**src/rtl/owbm_pkg.sv**
```systemverilog
`timescale 1ns / 1ps

package owbm_pkg;

	// width of all timing registers and the tick counter
	localparam int TIME_WIDTH = 10;
	localparam int LEN_WIDTH  = TIME_WIDTH + 1;

	// configuration register indexes
	localparam int CFG_INDEX_WIDTH = 3;
	localparam logic [CFG_INDEX_WIDTH-1:0] CFG_RESET_LOW     = 3'd0;
	localparam logic [CFG_INDEX_WIDTH-1:0] CFG_PRESENCE_WAIT = 3'd1;
	localparam logic [CFG_INDEX_WIDTH-1:0] CFG_RECOVERY      = 3'd2;
	localparam logic [CFG_INDEX_WIDTH-1:0] CFG_WRITE_LOW     = 3'd3;
	localparam logic [CFG_INDEX_WIDTH-1:0] CFG_READ_LOW      = 3'd4;
	localparam logic [CFG_INDEX_WIDTH-1:0] CFG_READ_SAMPLE   = 3'd5;
	localparam logic [CFG_INDEX_WIDTH-1:0] CFG_SLOT_TAIL     = 3'd6;

	// register reset values, cut to the register width
	localparam logic [TIME_WIDTH-1:0] RESET_LOW_DEFAULT     = TIME_WIDTH'(500);
	localparam logic [TIME_WIDTH-1:0] PRESENCE_WAIT_DEFAULT = TIME_WIDTH'(60);
	localparam logic [TIME_WIDTH-1:0] RECOVERY_DEFAULT      = TIME_WIDTH'(500);
	localparam logic [TIME_WIDTH-1:0] WRITE_LOW_DEFAULT     = TIME_WIDTH'(1);
	localparam logic [TIME_WIDTH-1:0] READ_LOW_DEFAULT      = TIME_WIDTH'(5);
	localparam logic [TIME_WIDTH-1:0] READ_SAMPLE_DEFAULT   = TIME_WIDTH'(5);
	localparam logic [TIME_WIDTH-1:0] SLOT_TAIL_DEFAULT     = TIME_WIDTH'(60);

	// command codes
	localparam logic [1:0] OP_NONE  = 2'd0;
	localparam logic [1:0] OP_RESET = 2'd1;
	localparam logic [1:0] OP_WRITE = 2'd2;
	localparam logic [1:0] OP_READ  = 2'd3;

	localparam logic [2:0] LAST_BIT = 3'd7;

	typedef enum logic [3:0] {
		PH_IDLE      = 4'd0,
		PH_RST_LOW   = 4'd1,
		PH_RST_WAIT  = 4'd2,
		PH_RST_RECOV = 4'd3,
		PH_WR_LOW    = 4'd4,
		PH_WR_TAIL   = 4'd5,
		PH_RD_LOW    = 4'd6,
		PH_RD_WAIT   = 4'd7,
		PH_RD_TAIL   = 4'd8
	} phase_t;

	typedef struct packed {
		logic [TIME_WIDTH-1:0] reset_low_ticks;
		logic [TIME_WIDTH-1:0] presence_wait_ticks;
		logic [TIME_WIDTH-1:0] recovery_ticks;
		logic [TIME_WIDTH-1:0] write_low_ticks;
		logic [TIME_WIDTH-1:0] read_low_ticks;
		logic [TIME_WIDTH-1:0] read_sample_ticks;
		logic [TIME_WIDTH-1:0] slot_tail_ticks;
	} cfg_t;

	typedef struct packed {
		logic [1:0] opcode;
		logic [7:0] write_byte;
		logic       bus_level;
	} in_t;

	typedef struct packed {
		logic       drive_low;
		logic       busy_res;
		logic       done_res;
		logic       presence;
		logic [7:0] read_byte;
	} out_t;

endpackage

```
**src/rtl/one_wire_bus_master.sv**
```systemverilog
`timescale 1ns / 1ps

// channel   direction  handshake              payload
// cfg       in         cfg_wr_en              cfg_index, cfg_wdata
// in        in         in_valid / in_ready    in_data (owbm_pkg::in_t)
// out       out        out_valid / out_ready  out_data (owbm_pkg::out_t)
//
// one tick transaction per clock cycle sustained while out_ready is high; a result is
// registered after its tick is accepted (input register, sequencer, result register)
// in_ready drops only when both the input register and the result register are full
// and out_ready is low; the sequencer state moves only when a tick reaches the result
// arst_n clears the sequencer, the handshake registers and loads the timing defaults
module one_wire_bus_master (
	input  logic                                 clk,
	input  logic                                 arst_n,
	input  logic                                 cfg_wr_en,
	input  logic [owbm_pkg::CFG_INDEX_WIDTH-1:0] cfg_index,
	input  logic [owbm_pkg::TIME_WIDTH-1:0]      cfg_wdata,
	input  logic                                 in_valid,
	output logic                                 in_ready,
	input  owbm_pkg::in_t                        in_data,
	output logic                                 out_valid,
	input  logic                                 out_ready,
	output owbm_pkg::out_t                       out_data
);
	import owbm_pkg::*;

	cfg_t cfg;
	logic valid_s1;
	in_t  data_s1;
	logic out_valid_q;
	out_t out_data_q;
	out_t result;
	logic out_load;
	logic step;

	owbm_regs u_regs (
		.clk       (clk),
		.arst_n    (arst_n),
		.cfg_wr_en (cfg_wr_en),
		.cfg_index (cfg_index),
		.cfg_wdata (cfg_wdata),
		.cfg       (cfg)
	);

	// flow control between the two registers
	assign out_load = !out_valid_q || out_ready;
	assign step     = valid_s1 && out_load;
	assign in_ready = !valid_s1 || out_load;

	// input register
	always_ff @(posedge clk or negedge arst_n) begin
		if (!arst_n) begin
			valid_s1 <= 1'b0;
		end else if (in_ready) begin
			valid_s1 <= in_valid;
		end
	end

	always_ff @(posedge clk) begin
		if (in_ready && in_valid) begin
			data_s1 <= in_data;
		end
	end

	owbm_seq u_seq (
		.clk    (clk),
		.arst_n (arst_n),
		.step   (step),
		.tick   (data_s1),
		.cfg    (cfg),
		.result (result)
	);

	// result register
	always_ff @(posedge clk or negedge arst_n) begin
		if (!arst_n) begin
			out_valid_q <= 1'b0;
		end else if (out_load) begin
			out_valid_q <= valid_s1;
		end
	end

	always_ff @(posedge clk) begin
		if (step) begin
			out_data_q <= result;
		end
	end

	assign out_valid = out_valid_q;
	assign out_data  = out_data_q;

endmodule

```
**src/rtl/owbm_regs.sv**
```systemverilog
`timescale 1ns / 1ps

module owbm_regs (
	input  logic                                   clk,
	input  logic                                   arst_n,
	input  logic                                   cfg_wr_en,
	input  logic [owbm_pkg::CFG_INDEX_WIDTH-1:0]   cfg_index,
	input  logic [owbm_pkg::TIME_WIDTH-1:0]        cfg_wdata,
	output owbm_pkg::cfg_t                         cfg
);
	import owbm_pkg::*;

	cfg_t cfg_q;

	// timing register file, writes beyond the list are dropped
	always_ff @(posedge clk or negedge arst_n) begin
		if (!arst_n) begin
			cfg_q.reset_low_ticks     <= RESET_LOW_DEFAULT;
			cfg_q.presence_wait_ticks <= PRESENCE_WAIT_DEFAULT;
			cfg_q.recovery_ticks      <= RECOVERY_DEFAULT;
			cfg_q.write_low_ticks     <= WRITE_LOW_DEFAULT;
			cfg_q.read_low_ticks      <= READ_LOW_DEFAULT;
			cfg_q.read_sample_ticks   <= READ_SAMPLE_DEFAULT;
			cfg_q.slot_tail_ticks     <= SLOT_TAIL_DEFAULT;
		end else if (cfg_wr_en) begin
			unique case (cfg_index)
				CFG_RESET_LOW:     cfg_q.reset_low_ticks     <= cfg_wdata;
				CFG_PRESENCE_WAIT: cfg_q.presence_wait_ticks <= cfg_wdata;
				CFG_RECOVERY:      cfg_q.recovery_ticks      <= cfg_wdata;
				CFG_WRITE_LOW:     cfg_q.write_low_ticks     <= cfg_wdata;
				CFG_READ_LOW:      cfg_q.read_low_ticks      <= cfg_wdata;
				CFG_READ_SAMPLE:   cfg_q.read_sample_ticks   <= cfg_wdata;
				CFG_SLOT_TAIL:     cfg_q.slot_tail_ticks     <= cfg_wdata;
				default: ;
			endcase
		end
	end

	assign cfg = cfg_q;

endmodule

```
**src/rtl/owbm_seq.sv**
```systemverilog
`timescale 1ns / 1ps

module owbm_seq (
	input  logic           clk,
	input  logic           arst_n,
	input  logic           step,
	input  owbm_pkg::in_t  tick,
	input  owbm_pkg::cfg_t cfg,
	output owbm_pkg::out_t result
);
	import owbm_pkg::*;

	phase_t                phase_q, phase_d, cur_phase;
	logic [TIME_WIDTH-1:0] tick_count_q, tick_count_d, cur_tick;
	logic [2:0]            bit_index_q, bit_index_d, cur_bit;
	logic [7:0]            shift_byte_q, shift_byte_d, cur_shift;
	logic                  presence_q, presence_d;
	logic [7:0]            received_q, received_d;
	logic                  start;
	logic [LEN_WIDTH-1:0]  phase_len;
	logic [LEN_WIDTH-1:0]  tick_next;
	logic                  last;
	logic                  drive, busy, done;

	function automatic logic [LEN_WIDTH-1:0] at_least_one(input logic [TIME_WIDTH-1:0] v);
		at_least_one = (v == '0) ? LEN_WIDTH'(1) : {1'b0, v};
	endfunction

	// command launch from idle, the launching tick is the first tick
	always_comb begin
		start     = (phase_q == PH_IDLE) && (tick.opcode != OP_NONE);
		cur_phase = phase_q;
		cur_tick  = tick_count_q;
		cur_bit   = bit_index_q;
		cur_shift = shift_byte_q;
		if (start) begin
			cur_tick = '0;
			cur_bit  = '0;
			unique case (tick.opcode)
				OP_RESET: cur_phase = PH_RST_LOW;
				OP_WRITE: begin
					cur_phase = PH_WR_LOW;
					cur_shift = tick.write_byte;
				end
				OP_READ: begin
					cur_phase = PH_RD_LOW;
					cur_shift = '0;
				end
				default: ;
			endcase
		end
	end

	// length of the current phase and end-of-phase detect
	always_comb begin
		unique case (cur_phase)
			PH_RST_LOW:   phase_len = at_least_one(cfg.reset_low_ticks);
			PH_RST_WAIT:  phase_len = {1'b0, cfg.presence_wait_ticks} + LEN_WIDTH'(1);
			PH_RST_RECOV: phase_len = at_least_one(cfg.recovery_ticks);
			PH_WR_LOW:    phase_len = at_least_one(cfg.write_low_ticks);
			PH_WR_TAIL:   phase_len = at_least_one(cfg.slot_tail_ticks);
			PH_RD_LOW:    phase_len = at_least_one(cfg.read_low_ticks);
			PH_RD_WAIT:   phase_len = {1'b0, cfg.read_sample_ticks} + LEN_WIDTH'(1);
			PH_RD_TAIL:   phase_len = at_least_one(cfg.slot_tail_ticks);
			default:      phase_len = LEN_WIDTH'(1);
		endcase
		tick_next = {1'b0, cur_tick} + LEN_WIDTH'(1);
		last      = tick_next >= phase_len;
	end

	// next state
	always_comb begin
		phase_d      = cur_phase;
		tick_count_d = cur_tick;
		bit_index_d  = cur_bit;
		shift_byte_d = cur_shift;
		presence_d   = presence_q;
		received_d   = received_q;
		if (cur_phase != PH_IDLE) begin
			if (!last) begin
				tick_count_d = tick_next[TIME_WIDTH-1:0];
			end else begin
				tick_count_d = '0;
				unique case (cur_phase)
					PH_RST_LOW: phase_d = PH_RST_WAIT;
					PH_RST_WAIT: begin
						presence_d = ~tick.bus_level;
						if (!tick.bus_level && (cfg.recovery_ticks != '0)) begin
							phase_d = PH_RST_RECOV;
						end else begin
							phase_d = PH_IDLE;
						end
					end
					PH_RST_RECOV: phase_d = PH_IDLE;
					PH_WR_LOW:    phase_d = PH_WR_TAIL;
					PH_WR_TAIL: begin
						if (cur_bit == LAST_BIT) begin
							phase_d = PH_IDLE;
						end else begin
							bit_index_d = cur_bit + 3'd1;
							phase_d     = PH_WR_LOW;
						end
					end
					PH_RD_LOW: phase_d = PH_RD_WAIT;
					PH_RD_WAIT: begin
						shift_byte_d[cur_bit] = tick.bus_level;
						phase_d               = PH_RD_TAIL;
					end
					PH_RD_TAIL: begin
						if (cur_bit == LAST_BIT) begin
							received_d = cur_shift;
							phase_d    = PH_IDLE;
						end else begin
							bit_index_d = cur_bit + 3'd1;
							phase_d     = PH_RD_LOW;
						end
					end
					default: phase_d = PH_IDLE;
				endcase
			end
		end
	end

	// per-tick outputs
	always_comb begin
		busy  = cur_phase != PH_IDLE;
		drive = 1'b0;
		done  = 1'b0;
		unique case (cur_phase)
			PH_RST_LOW, PH_WR_LOW, PH_RD_LOW: drive = 1'b1;
			PH_WR_TAIL: drive = ~cur_shift[cur_bit];
			default: ;
		endcase
		if (last) begin
			unique case (cur_phase)
				PH_RST_WAIT:  done = tick.bus_level || (cfg.recovery_ticks == '0);
				PH_RST_RECOV: done = 1'b1;
				PH_WR_TAIL, PH_RD_TAIL: done = cur_bit == LAST_BIT;
				default: ;
			endcase
		end
	end

	// state registers advance once per tick taken
	always_ff @(posedge clk or negedge arst_n) begin
		if (!arst_n) begin
			phase_q      <= PH_IDLE;
			tick_count_q <= '0;
			bit_index_q  <= '0;
			shift_byte_q <= '0;
			presence_q   <= 1'b0;
			received_q   <= '0;
		end else if (step) begin
			phase_q      <= phase_d;
			tick_count_q <= tick_count_d;
			bit_index_q  <= bit_index_d;
			shift_byte_q <= shift_byte_d;
			presence_q   <= presence_d;
			received_q   <= received_d;
		end
	end

	assign result.drive_low = drive;
	assign result.busy_res  = busy;
	assign result.done_res  = done;
	assign result.presence  = presence_d;
	assign result.read_byte = received_d;

endmodule
```
**config.mk**
```make
export PLATFORM = sky130hd
export DESIGN_NAME = one_wire_bus_master
export DESIGN_NICKNAME = d
export VERILOG_FILES = /design/src/rtl/owbm_pkg.sv /design/src/rtl/one_wire_bus_master.sv /design/src/rtl/owbm_regs.sv /design/src/rtl/owbm_seq.sv
export SDC_FILE = /design/constraint.sdc
export NUM_CORES = 1
export LEC_CHECK = 0
export ABC_AREA = 1
export BUFFER_PORTS_ARGS = -buffer_cell sky130_fd_sc_hd__buf_2
export CAP_MARGIN = 20
export CORE_ASPECT_RATIO = 0.75
export CORE_MARGIN = 1
export CORE_UTILIZATION = 40
export CTS_CLUSTER_SIZE = 28
export DETAILED_ROUTE_END_ITERATION = 6
export SYNTH_ARGS = -nofsm -noshare
export SYNTH_HDL_FRONTEND = slang
export SYNTH_SLANG_ARGS = --single-unit
```
**constraint.sdc**
```tcl
create_clock -name clk -period 4.5 [get_ports clk]
set_input_delay 0.675 -clock clk [delete_from_list [all_inputs] [get_ports clk]]
set_output_delay 0.675 -clock clk [all_outputs]
set_load 0.05 [all_outputs]
```
# ---- Yosys cells after proc, flatten, opt, wreduce, memory -nomap -nowiden
# Cells that the tools add are included.
dict set report word_totals {
  reg_bits 129
  latch_bits 0
  mem_bits_rw 0
  romBits 0
  input_bits 29
  out_inout_bits 14
  word_cells 121
  memories 0
}
dict set report classes {
  addsub 4
  mul 0
  n_div 0
  order_cmp 3
  eq_ne 18
  shift 0
  mux 41
  bitwise_logic 2
  reduce_logical 30
}
# op count
set ops {}
lappend ops {{$mux 10} 8}
lappend ops {{$pmux 11 s7} 1}
lappend ops {{$mux 8} 8}
lappend ops {{$logic_not 10->1} 5}
lappend ops {{$add 10x1->11 const B} 3}
lappend ops {{$pmux 4 s7} 1}
lappend ops {{$mux 3} 7}
lappend ops {{$eq 4x3->1 const B} 4}
lappend ops {{$pmux 8 s2} 1}
lappend ops {{$reduce_and 2->1} 7}
lappend ops {{$eq 3x3->1 const B} 4}
lappend ops {{$mux 4} 3}
lappend ops {{$pmux 4 s3} 1}
lappend ops {{$ge 11x11->1} 1}
lappend ops {{$reduce_bool 10->1} 1}
lappend ops {{$bwmux 8} 1}
lappend ops {{$eq 4x2->1 const B} 2}
lappend ops {{$eq 3x2->1 const B} 2}
lappend ops {{$logic_and 1x1->1} 5}
lappend ops {{$mux 1} 5}
lappend ops {{$eq 2x2->1 const B} 2}
lappend ops {{$eq 4x1->1 const B} 1}
lappend ops {{$eq 4x4->1 const B} 1}
lappend ops {{$logic_not 4->1} 1}
lappend ops {{18 further kinds} 23}

# ---- Logic depth before layout (Yosys ltp)
# Gate-level depths: netlist (run 1).
dict set report logic_depth {
  depth_word 11
  mapped_depth 30
  mapped_depth_nobuf 28
}

# ---- By module
# A second synthesis (run 1) with hierarchy kept.
dict set report hier_totals {
  cells_unflattened 1076
  hier_area_um2 7734.9
}
# mod instances cells_per_inst area_each_um2 seq_area_each_um2
set by_module_without_submodules {}
lappend by_module_without_submodules {owbm_seq 1 728 4126.5 850.8}
lappend by_module_without_submodules {owbm_regs 1 313 2822.7 1783.0}
lappend by_module_without_submodules {one_wire_bus_master 1 35 785.8 740.7}

# ---- Worst setup path after synthesis (run 1)
# Ideal clock, no wire load.
dict set report synth_path {
  path_type {flip-flop to flip-flop}
  from {register u_seq.phase_q[0]}
  to {register u_seq.shift_byte_q[7]}
  setup_ps 130
  t_arrival_ps 3436
  required_time_ps 4370
  path_slack_ps 934
  stages_incl_launch_ff 27
  path_buffers 3
  period_less_slack_ps 3566
  path_cell_list {dfrtp_1 -> nor2_2 -> nand3_1 -> nand2_4 -> nand2_4 -> nor2_8 -> buf_4 -> nand2_1 -> o21ai_2 -> inv_2 -> ha_1 -> nand2_1 -> nor2_4 -> nand3_1 -> nand2_1 -> nor2_1 -> nor2_1 -> ha_1 -> nand2_1 -> nor4_1 -> a21oi_1 -> nand2_1 -> buf_2 -> buf_2 -> nand3_1 -> o211ai_1 -> o21ai_0}
}
dict set report synth_via {
  elab_chain_len 11
  word_cells_on_any_way 29
  cone_classes {1 x add/sub; 3 x order compare; 8 x eq/ne; 12 x mux; 5 x reduce/logical}
}
# element line
set synth_rtl {}
lappend synth_rtl {{from (decl)} owbm_seq.sv:13} ;# phase_t phase_q, phase_d, cur_phase;
lappend synth_rtl {{from (signal assigned)} owbm_seq.sv:154} ;# phase_q <= phase_d;
lappend synth_rtl {{branches (longest 10 deep; another with $add 10x1->11)} --}
lappend synth_rtl {{$mux 8 (*)} owbm_seq.sv:79} ;# if (cur_phase != PH_IDLE) begin
lappend synth_rtl {{to (signal assigned)} owbm_seq.sv:157} ;# shift_byte_q <= shift_byte_d;
lappend synth_rtl {{to (decl)} owbm_seq.sv:16} ;# logic [7:0] shift_byte_q, shift_byte_d, cur_shift;
# Every way passes the cells marked *.
# A chain may end at the register's enable or synchronous reset.

# ---- Worst setup path after layout (run 1)
dict set report layout_path {
  from {register u_seq.phase_q[3]}
  to {register u_seq.tick_count_q[9]}
}
dict set report layout_via {
  elab_chain_len 9
  word_cells_on_any_way 20
  cone_classes {1 x add/sub; 1 x order compare; 8 x eq/ne; 6 x mux; 4 x reduce/logical}
}
# element line
set layout_rtl {}
lappend layout_rtl {{branches (longest 8 deep; another with $add 10x1->11)} --}
lappend layout_rtl {{$mux 10 (*)} owbm_seq.sv:79}
lappend layout_rtl {{to (signal assigned)} owbm_seq.sv:155} ;# tick_count_q <= tick_count_d;
lappend layout_rtl {{to (decl)} owbm_seq.sv:14} ;# logic [TIME_WIDTH-1:0] tick_count_q, tick_count_d, cur_tick;
# Marked as above.

==> results.cfg, run 1 <==
[die]
rows = 41
dieWidth_um = 154
initial_core_util = 0.412
die_height_um = 116
core_area_mm2 = 0.0169
top_level_ports = 43
die-area_mm2 = 0.0180

[setup_path]
cp-start-kind = register
crit_fanout = 17
crit_slowest_cell = dfrtp_1
critPathArrivalTime_ns = 4.20
crit_path_end_kind = register
cp.required_ns = 4.87
cpPeakStageDelay_ns = 0.46
critPathBufInv = 3
crit_type = register to register
critical_path.top_delay_family = simple AND/OR/NAND/NOR gates
cpMostUsedCell = nand2_1

[min_path]
hold_path.class = input pin to asynchronous set/reset pin

[synth]
synth_area_leader_cell = dfrtp_1
ys_seq_elements = 129
synth_edf_count = 23
synth_top_area_frac = 0.291
yosys.cell_types.count = 41
yosys_warnings = 0
synthFlopType = dfrtp_1
ys_top_cells_by_area = dfrtp_1 (29%), nand2_1 (14%), edfxtp_1 (9.9%)
synthesis.instances = 897
synth_fp_nets = 940
seq_area_frac_synth = 0.484
synthArstFlopShare = 0.822
avgSynthCellArea_um2 = 7.77
syn_area_mm2 = 0.00697

[flow_run]
drv_cap = 0

[timing]
rsz0062_at_grt = false
setup_viol = 0
hold_violations = 0
tightest_slew_ns = 0.664
fmax_ghz = 0.261
setup_tns_ns = 0
skew_ns = 0.0163
period_minus_slack_ns = 3.83
whs_ns = 0.164
fin_crit_sh = 0.852
max_slew_margin = 0.556
drv_slew = 0
setup_ws_ns = 0.665

[clock_tree]
cts-root-buf = clkbuf_16
cts_resized = 0
cts_buffers = 17
insertion_delay_ns = 0.43
cts.clk_slew.worst_paths_ns = 0.06
cts_tree = built
post_cts.repair.setup_buffers = 0
cts_max_path_buffers = 2
holdBufCountCts = 0
cts_max_level = 4
cts.sinks = 129

[cells_and_area]
fin_cells = 1166
drive_above_1_share = 0.149
layout_common_cells = nand2_1 (259), o21ai_0 (113), inv_1 (97), dfrtp_1 (81), nor2_1 (69)
area_delta_synth_final_pct = 14.6
antennaDiodeCount = 0
fin_util = 0.472
layout_commonest_cell = nand2_1
fin_nets = 981
final_cell_area_mm2 = 0.00799
final.fill_count = 1647

[pwr]
ir_drop_mv = 0.275
p_comb_frac = 0.420
clkPwrFrac = 0.265
power.switching_mw = 2.26
powerDensity_mw_per_mm2 = 655
p_seq_frac = 0.315
power_mw = 5.23
p_leak_nw = 3.81
netSwitchingFraction = 0.433
p_int_mw = 2.97

[outcome]
outcome = finished, final reports clean

[routing]
wire_per_inst_um = 15.2
via_count = 5955
drt_iter0_drc = 625
vias_per_cell = 5.11
routed_wl_um = 17700
ant_nets = 0
firstDrtPassIters = 5
drc_errors = 0

[placement]
portBuffers = 42
placed_area_mm2 = 0.00739
place_congestion = 0.924
dp_cells = 1134
place_hpwl_um = 13000
place_ws_ns = 0.731

[global_routing]
grt_util_all_layers = 0.209
grt_pass1_vias = 5253
grt_first_pass_wirelength_um = 28400
grt_overflow = 0
grt_antenna_before_repair = 0
grt_max_degree = 47
[state kept, by name (all words and copies together), names as in the netlist]
register / flops
data_s1: 11
out_data: 12
out_valid: 1
u_regs.cfg: 70
u_seq.bit_index_q: 3
u_seq.phase_q: 4
u_seq.presence_q: 1
u_seq.received_q: 8
u_seq.shift_byte_q: 8
u_seq.tick_count_q: 10
valid_s1: 1
[Yosys cell counts (2+ instances only)]
cell type    n
a211oi_1     2
a21oi_1     24
a22oi_1      3
a31oi_1      5
buf_2        7
buf_4        2
clkbuf_1    21
clkinv_1     3
dfrtp_1     81
dfstp_2     25
edfxtp_1    23
ha_1        14
inv_1       97
inv_2        8
nand2_1    259
nand2_2      6
nand2_4      3
nand3_1     45
nand4_1     16
nor2_1      69
nor2_2       5
nor2_4       2
nor3_1       5
nor3_2       2
nor4_1       6
o211ai_1    10
o21ai_0    113
o21ai_1     20
o21ai_2      3
o22ai_1      5
xor2_1       3
[routing by layer]
metal	GRT usage	part of all wire
met1	0.335	0.54
met4	0.0508	0.0082
met2	0.271	0.38
met3	0.0538	0.070
met5	0	0
[cell type report]
cell class | count | area (um^2) | share of cell area
inverters | 108 | 405 | 0.0508
repair buffers | 53 | 295 | 0.0370
multi-input cells | 629 | 3050 | 0.382
well taps | 215 | 269 | 0.0337
flip-flops and latches | 129 | 3370 | 0.423
clock buffers | 18 | 450 | 0.0564
clock inverters | 14 | 143 | 0.0179
[path summary, 6_finish.rpt]
path,cells after the start,endpoint,startpoint,slack (ns)
worst max-delay path,27,u_seq.tick_count_q[9]$_DFFE_PN0P_,u_seq.phase_q[3]$_DFFE_PN0P_,0.67
min in group clk,1,data_s1[10]$_DFFE_PP_,in_data[10],0.43
worst max register to register,27,u_seq.tick_count_q[9]$_DFFE_PN0P_,u_seq.phase_q[3]$_DFFE_PN0P_,0.67
worst min register to register,2,u_seq.received_q[3]$_DFFE_PN0P_,u_seq.received_q[3]$_DFFE_PN0P_,0.48
worst min-delay path,1,u_regs.cfg[26]$_DFFE_PN0P_,arst_n,0.16
max in group asynchronous,2,u_seq.tick_count_q[4]$_DFFE_PN0P_,arst_n,3.41
[cells by family (layout without fill, tap and decap cells)]
logic type / count (synthesis) / count (layout) / share of synthesized area
simple gates: 420 / 420 / 0.257
mux: 1 / 1 / 0.00144
xor+xnor: 4 / 4 / 0.00503
fa+ha+maj: 14 / 14 / 0.0251
buf+inv: 139 / 193 / 0.0783
compound gates: 190 / 190 / 0.148
flops: 129 / 129 / 0.484
[power by group through the flow]
| stage | logic (mW) | clock network (mW) | registers [mW] |
|---|---|---|---|
| after floorplan | 1.52 | 0 | 1.70 |
| after global placement | 2.16 | 0 | 1.66 |
| after detailed placement | 2.16 | 0 | 1.66 |
| after CTS | 2.17 | 1.41 | 1.65 |
| after global routing | 2.46 | 1.46 | 1.68 |
| final | 2.20 | 1.38 | 1.65 |
Note: power is estimated with default switching activity, not from simulation.
==> run 2: changes to the inputs <==
PLACE_DENSITY = 0.57   (was not set)
==> run 2 against run 1 <==
Setup slack got worse by 0.10 ns. Cell count about the same. Largest power group unchanged. Design area increased by 0.17%. First-iteration DRC count increased by 1.6%.
==> results.cfg, run 2 (synthesis results as in run 1) <==
[outcome]
outcome = finished, final reports clean

[global_routing]
use_met1 = 0.348
grt_use_met3 = 0.0583
grt_overflow = 0
grt.busiest_layer = met1
use_met2 = 0.277
grt_antenna_before_repair = 0
grt_first_pass_wirelength_um = 29500
grt_util_all_layers = 0.218
grt_pass1_vias = 5387
grt_max_degree = 69

[placement]
place_congestion = 0.884
place_hpwl_um = 13300
portBuffers = 42
dp_cells = 1133

[clock_tree]
cts.sinks = 129
post_cts.repair.setup_buffers = 0
insertion_delay_ns = 0.43
holdBufCountCts = 0
cts_max_level = 4
cts-root-buf = clkbuf_16
cts.clk_slew.worst_paths_ns = 0.06
cts_tree = built
cts_resized = 0
cts_max_path_buffers = 2
cts_buffers = 17

[setup_path]
cpMostUsedCell = nand2_1
cpPeakStageDelay_ns = 0.46
cp-start-kind = register
cp.required_ns = 4.86
critPathBufInv = 2
crit_fanout = 17
crit_path_end_kind = register
crit_type = register to register
critical_path.top_delay_family = simple AND/OR/NAND/NOR gates
critPathArrivalTime_ns = 4.30
crit_slowest_cell = dfrtp_1

[timing]
fin_crit_sh = 0.875
max_slew_margin = 0.410
drv_slew = 0
period_minus_slack_ns = 3.94
tightest_slew_ns = 0.885
skew_ns = 0.0130
hold_violations = 0
whs_ns = 0.349
rsz0062_at_grt = false
setup_viol = 0
fmax_ghz = 0.254
setup_tns_ns = 0

[routing]
wire_per_inst_um = 15.5
routed_wl_um = 18100
vias_per_cell = 5.09
ant_nets = 0
drc_errors = 0
via_count = 5929
firstDrtPassIters = 6
drt_iter0_drc = 635

[min_path]
hold_path.class = input pin to asynchronous set/reset pin

[die]
core_area_mm2 = 0.0169
initial_core_util = 0.412
die-area_mm2 = 0.0180
top_level_ports = 43
die_height_um = 116
dieWidth_um = 154
rows = 41

[pwr]
p_leak_nw = 3.82
ir_drop_mv = 0.295
power_mw = 5.26
powerDensity_mw_per_mm2 = 658

[cells_and_area]
drive_above_1_share = 0.148
layout_commonest_cell = nand2_1
fin_cells = 1165
antennaDiodeCount = 0
layout_common_cells = nand2_1 (258), o21ai_0 (113), inv_1 (97), dfrtp_1 (81), nor2_1 (69)
area_delta_synth_final_pct = 14.8
fin_nets = 980
largest_reg_flops = 70

[flow_run]
drv_cap = 0
## run 2: changes by cell type in the layout (fill, tap and decap cells not counted), sizes merged
cell / previous run / this run
buf: 53 / 52
bufinv: 1 / 2
clkbuf: 18 / 21
clkinv: 7 / 9
clkinvlp: 1 / 0
inv: 113 / 108
## run 2: layout make-up
| class | count | area, um^2 |
|---|---|---|
| clock buffers | 21 | 482 |
| clock inverters | 11 | 125 |
| fillers | 1688 | 8930 |
| inverters | 108 | 405 |
| multi-input cells | 629 | 3060 |
| flip-flops and latches | 129 | 3370 |
| well taps | 215 | 269 |
| repair buffers | 52 | 288 |
## run 2: final timing paths
path / start / slack [ns] / end / cells past startpoint
max in group asynchronous: arst_n / 3.08 / u_regs.cfg[47]$_DFFE_PN1P_ / 2
setup / recovery: u_seq.phase_q[3]$_DFFE_PN0P_ / 0.56 / u_seq.received_q[1]$_DFFE_PN0P_ / 28
hold / removal: arst_n / 0.35 / u_seq.received_q[1]$_DFFE_PN0P_ / 1
setup reg to reg: u_seq.phase_q[3]$_DFFE_PN0P_ / 0.56 / u_seq.received_q[1]$_DFFE_PN0P_ / 28
min in group clk: in_data[4] / 0.42 / data_s1[4]$_DFFE_PP_ / 1
hold reg to reg: u_seq.received_q[4]$_DFFE_PN0P_ / 0.48 / u_seq.received_q[4]$_DFFE_PN0P_ / 2
## run 2: power by group
part	internal [mW]	switching (mW)
logic	0.680	1.51
clock network	0.881	0.537
registers	1.48	0.168
## run 2: per-stage QoR
step,area [um^2],utilization,setup WS [ns]
2_1_floorplan,6970,-,0.934
3_3_place_gp,7380,0.436,0.420
3_5_place_dp,7380,0.436,0.407
4_1_cts,7990,0.472,0.382
5_1_grt,8000,0.473,0.0828
6_report,8000,0.473,0.562
## run 2: layer usage
| metal | vias to the layer above | share of wire |
|---|---|---|
| li1 | 3020 | - |
| met4 | 0 | 0.011 |
| met1 | 2730 | 0.55 |
| met5 | - | 0 |
| met2 | 166 | 0.37 |
| met3 | 13 | 0.065 |
==> run 3: changes to the inputs <==
CELL_PAD_IN_SITES_DETAIL_PLACEMENT = 2   (was not set)
CELL_PAD_IN_SITES_GLOBAL_PLACEMENT = 2   (was not set)
CORE_UTILIZATION = 36   (was 40)
PLACE_DENSITY = 0.8   (was 0.57)
==> run 3 against run 2 <==
Flip-flop and latch count is the same. Design area grew 1.3%. Setup slack lost 0.26 ns. Utilization shrank 4.0 points. Combinational power grew 19%. Routed wire length grew 38%. Largest power group unchanged.
==> results.cfg, run 3 (synthesis results as in run 1) <==
[cells_and_area]
fin_nets = 991
final.fill_count = 2199
final_cell_area_mm2 = 0.00810
largest_reg_flops = 70
area_delta_synth_final_pct = 16.3
layout_common_cells = nand2_1 (258), o21ai_0 (113), inv_1 (97), dfrtp_1 (81), nor2_1 (69)
antennaDiodeCount = 0
layout_commonest_cell = nand2_1
drive_above_1_share = 0.159

[die]
rows = 43
core_area_mm2 = 0.0187
top_level_ports = 43
die-area_mm2 = 0.0199
initial_core_util = 0.372
dieWidth_um = 163
die_height_um = 122

[pwr]
p_int_mw = 3.03
p_leak_nw = 3.86
p_seq_frac = 0.295
power.switching_mw = 2.64
powerDensity_mw_per_mm2 = 700
clkPwrFrac = 0.245
ir_drop_mv = 0.287
p_comb_frac = 0.461
netSwitchingFraction = 0.466

[clock_tree]
cts_max_path_buffers = 2
insertion_delay_ns = 0.44
cts.clk_slew.worst_paths_ns = 0.06
cts.sinks = 129
cts_max_level = 4
cts_buffers = 17
cts_tree = built
cts-root-buf = clkbuf_16

[global_routing]
grt_util_all_layers = 0.263
grt_first_pass_wirelength_um = 39100
grt_pass1_vias = 6835
grt_max_degree = 47
grt_antenna_before_repair = 0
grt_overflow = 0

[routing]
drc_errors = 0
firstDrtPassIters = 5
vias_per_cell = 5.37
routed_wl_um = 25000
via_count = 6488
ant_nets = 0
drt_iter0_drc = 435
wire_per_inst_um = 20.7

[timing]
tightest_slew_ns = 0.802
setup_tns_ns = 0
hold_violations = 0
skew_ns = 0.00795
drv_slew = 0
rsz0062_at_grt = false
fin_crit_sh = 0.932
period_minus_slack_ns = 4.19
fmax_ghz = 0.238
max_slew_margin = 0.464
setup_viol = 0

[min_path]
hold_path.class = input pin to asynchronous set/reset pin

[placement]
place_congestion = 0.916
place_hpwl_um = 17900
placed_area_mm2 = 0.00745
portBuffers = 42

[flow_run]
drv_cap = 0

[setup_path]
crit_path_end_kind = register
cp-start-kind = register
crit_fanout = 11
crit_slowest_cell = edfxtp_1
crit_type = register to register
cp.required_ns = 4.80
cpMostUsedCell = nand2_1
critPathArrivalTime_ns = 4.49
cpPeakStageDelay_ns = 0.41

[outcome]
outcome = finished, final reports clean
[run 3: cell count changes in the layout (fill, tap and decap cells not counted), sizes merged]
cell	delta
buf	+10
inv	+5
clkbuf	-3
bufinv	-2
clkinv	-1
clkinvlp	+1
nor2	+1
[run 3: timing repair]
item / in CTS / in global routing
endpoints found under the setup margin: 0 / 34
hold buffers: 0 / 0
resized for setup: 0 / 3
buffers inserted: 0 / 7
[run 3: final timing paths]
kind                                                  from                           endpoint  slack [ns]  cells after the start
max reg2reg                           data_s1[9]$_DFFE_PP_  u_seq.shift_byte_q[5]$_DFFE_PN0P_        0.31                     28
max in group asynchronous                           arst_n       u_seq.phase_q[1]$_DFFE_PN0P_        3.38                      2
min in group clk                                in_data[5]               data_s1[5]$_DFFE_PP_        0.41                      1
min                                                 arst_n  u_seq.tick_count_q[7]$_DFFE_PN0P_        0.17                      1
max                                   data_s1[9]$_DFFE_PP_  u_seq.shift_byte_q[5]$_DFFE_PN0P_        0.31                     28
min reg2reg                u_seq.received_q[3]$_DFFE_PN0P_    u_seq.received_q[3]$_DFFE_PN0P_        0.49                      2
[run 3: cell type report]
cell class                 count  area [um^2]  share of cell area
sequential                   129         3370               0.416
clock inverter                14          141              0.0174
inverter                     108          405              0.0500
tap                          247          309              0.0381
multi-input combinational    630         3070               0.379
clock buffer                  18          439              0.0542
timing repair buffer          62          363              0.0448
[run 3: worst max-delay path, delay by kind of cell, from the launching register on]
family / cells / cell delay [ns]
AO/OA/AOI/OAI: 7 / 0.98
adder cells (fa/ha/maj): 2 / 0.51
buffers and inverters: 3 / 0.41
flip-flops: 1 / 0.41
AND/OR/NAND/NOR: 16 / 1.72
[run 3: power by group through the flow]
| stage | registers, mW | logic [mW] | clock network, mW |
|---|---|---|---|
| detailed placement | 1.68 | 2.38 | 0 |
| CTS | 1.67 | 2.45 | 1.40 |
| global placement | 1.67 | 2.28 | 0 |
| global route | 1.70 | 2.87 | 1.45 |
| floorplan | 1.70 | 1.52 | 0 |
| finish | 1.67 | 2.61 | 1.39 |
[run 3: metal layers]
metal,vias to the layer above,wire [um],track usage
li1,3050,-,-
met1,3295,13000,0.400
met2,121,10700,0.381
met3,22,940,0.0433
met4,0,278,0.0689
met5,-,0,0
[run 3: through the flow]
step                      hold slack [ns]  setup WS (ns)  total power, mW  instances   util
after floorplan                     0.379          0.934             3.22        897      -
after global placement              0.467          0.523             3.95       1168  0.398
after detailed placement            0.474          0.287             4.06       1168  0.398
after CTS                           0.181          0.144             5.52       1200  0.429
after global routing                0.181         0.0217             6.02       1208  0.433
final                               0.168          0.306             5.67       1208  0.433
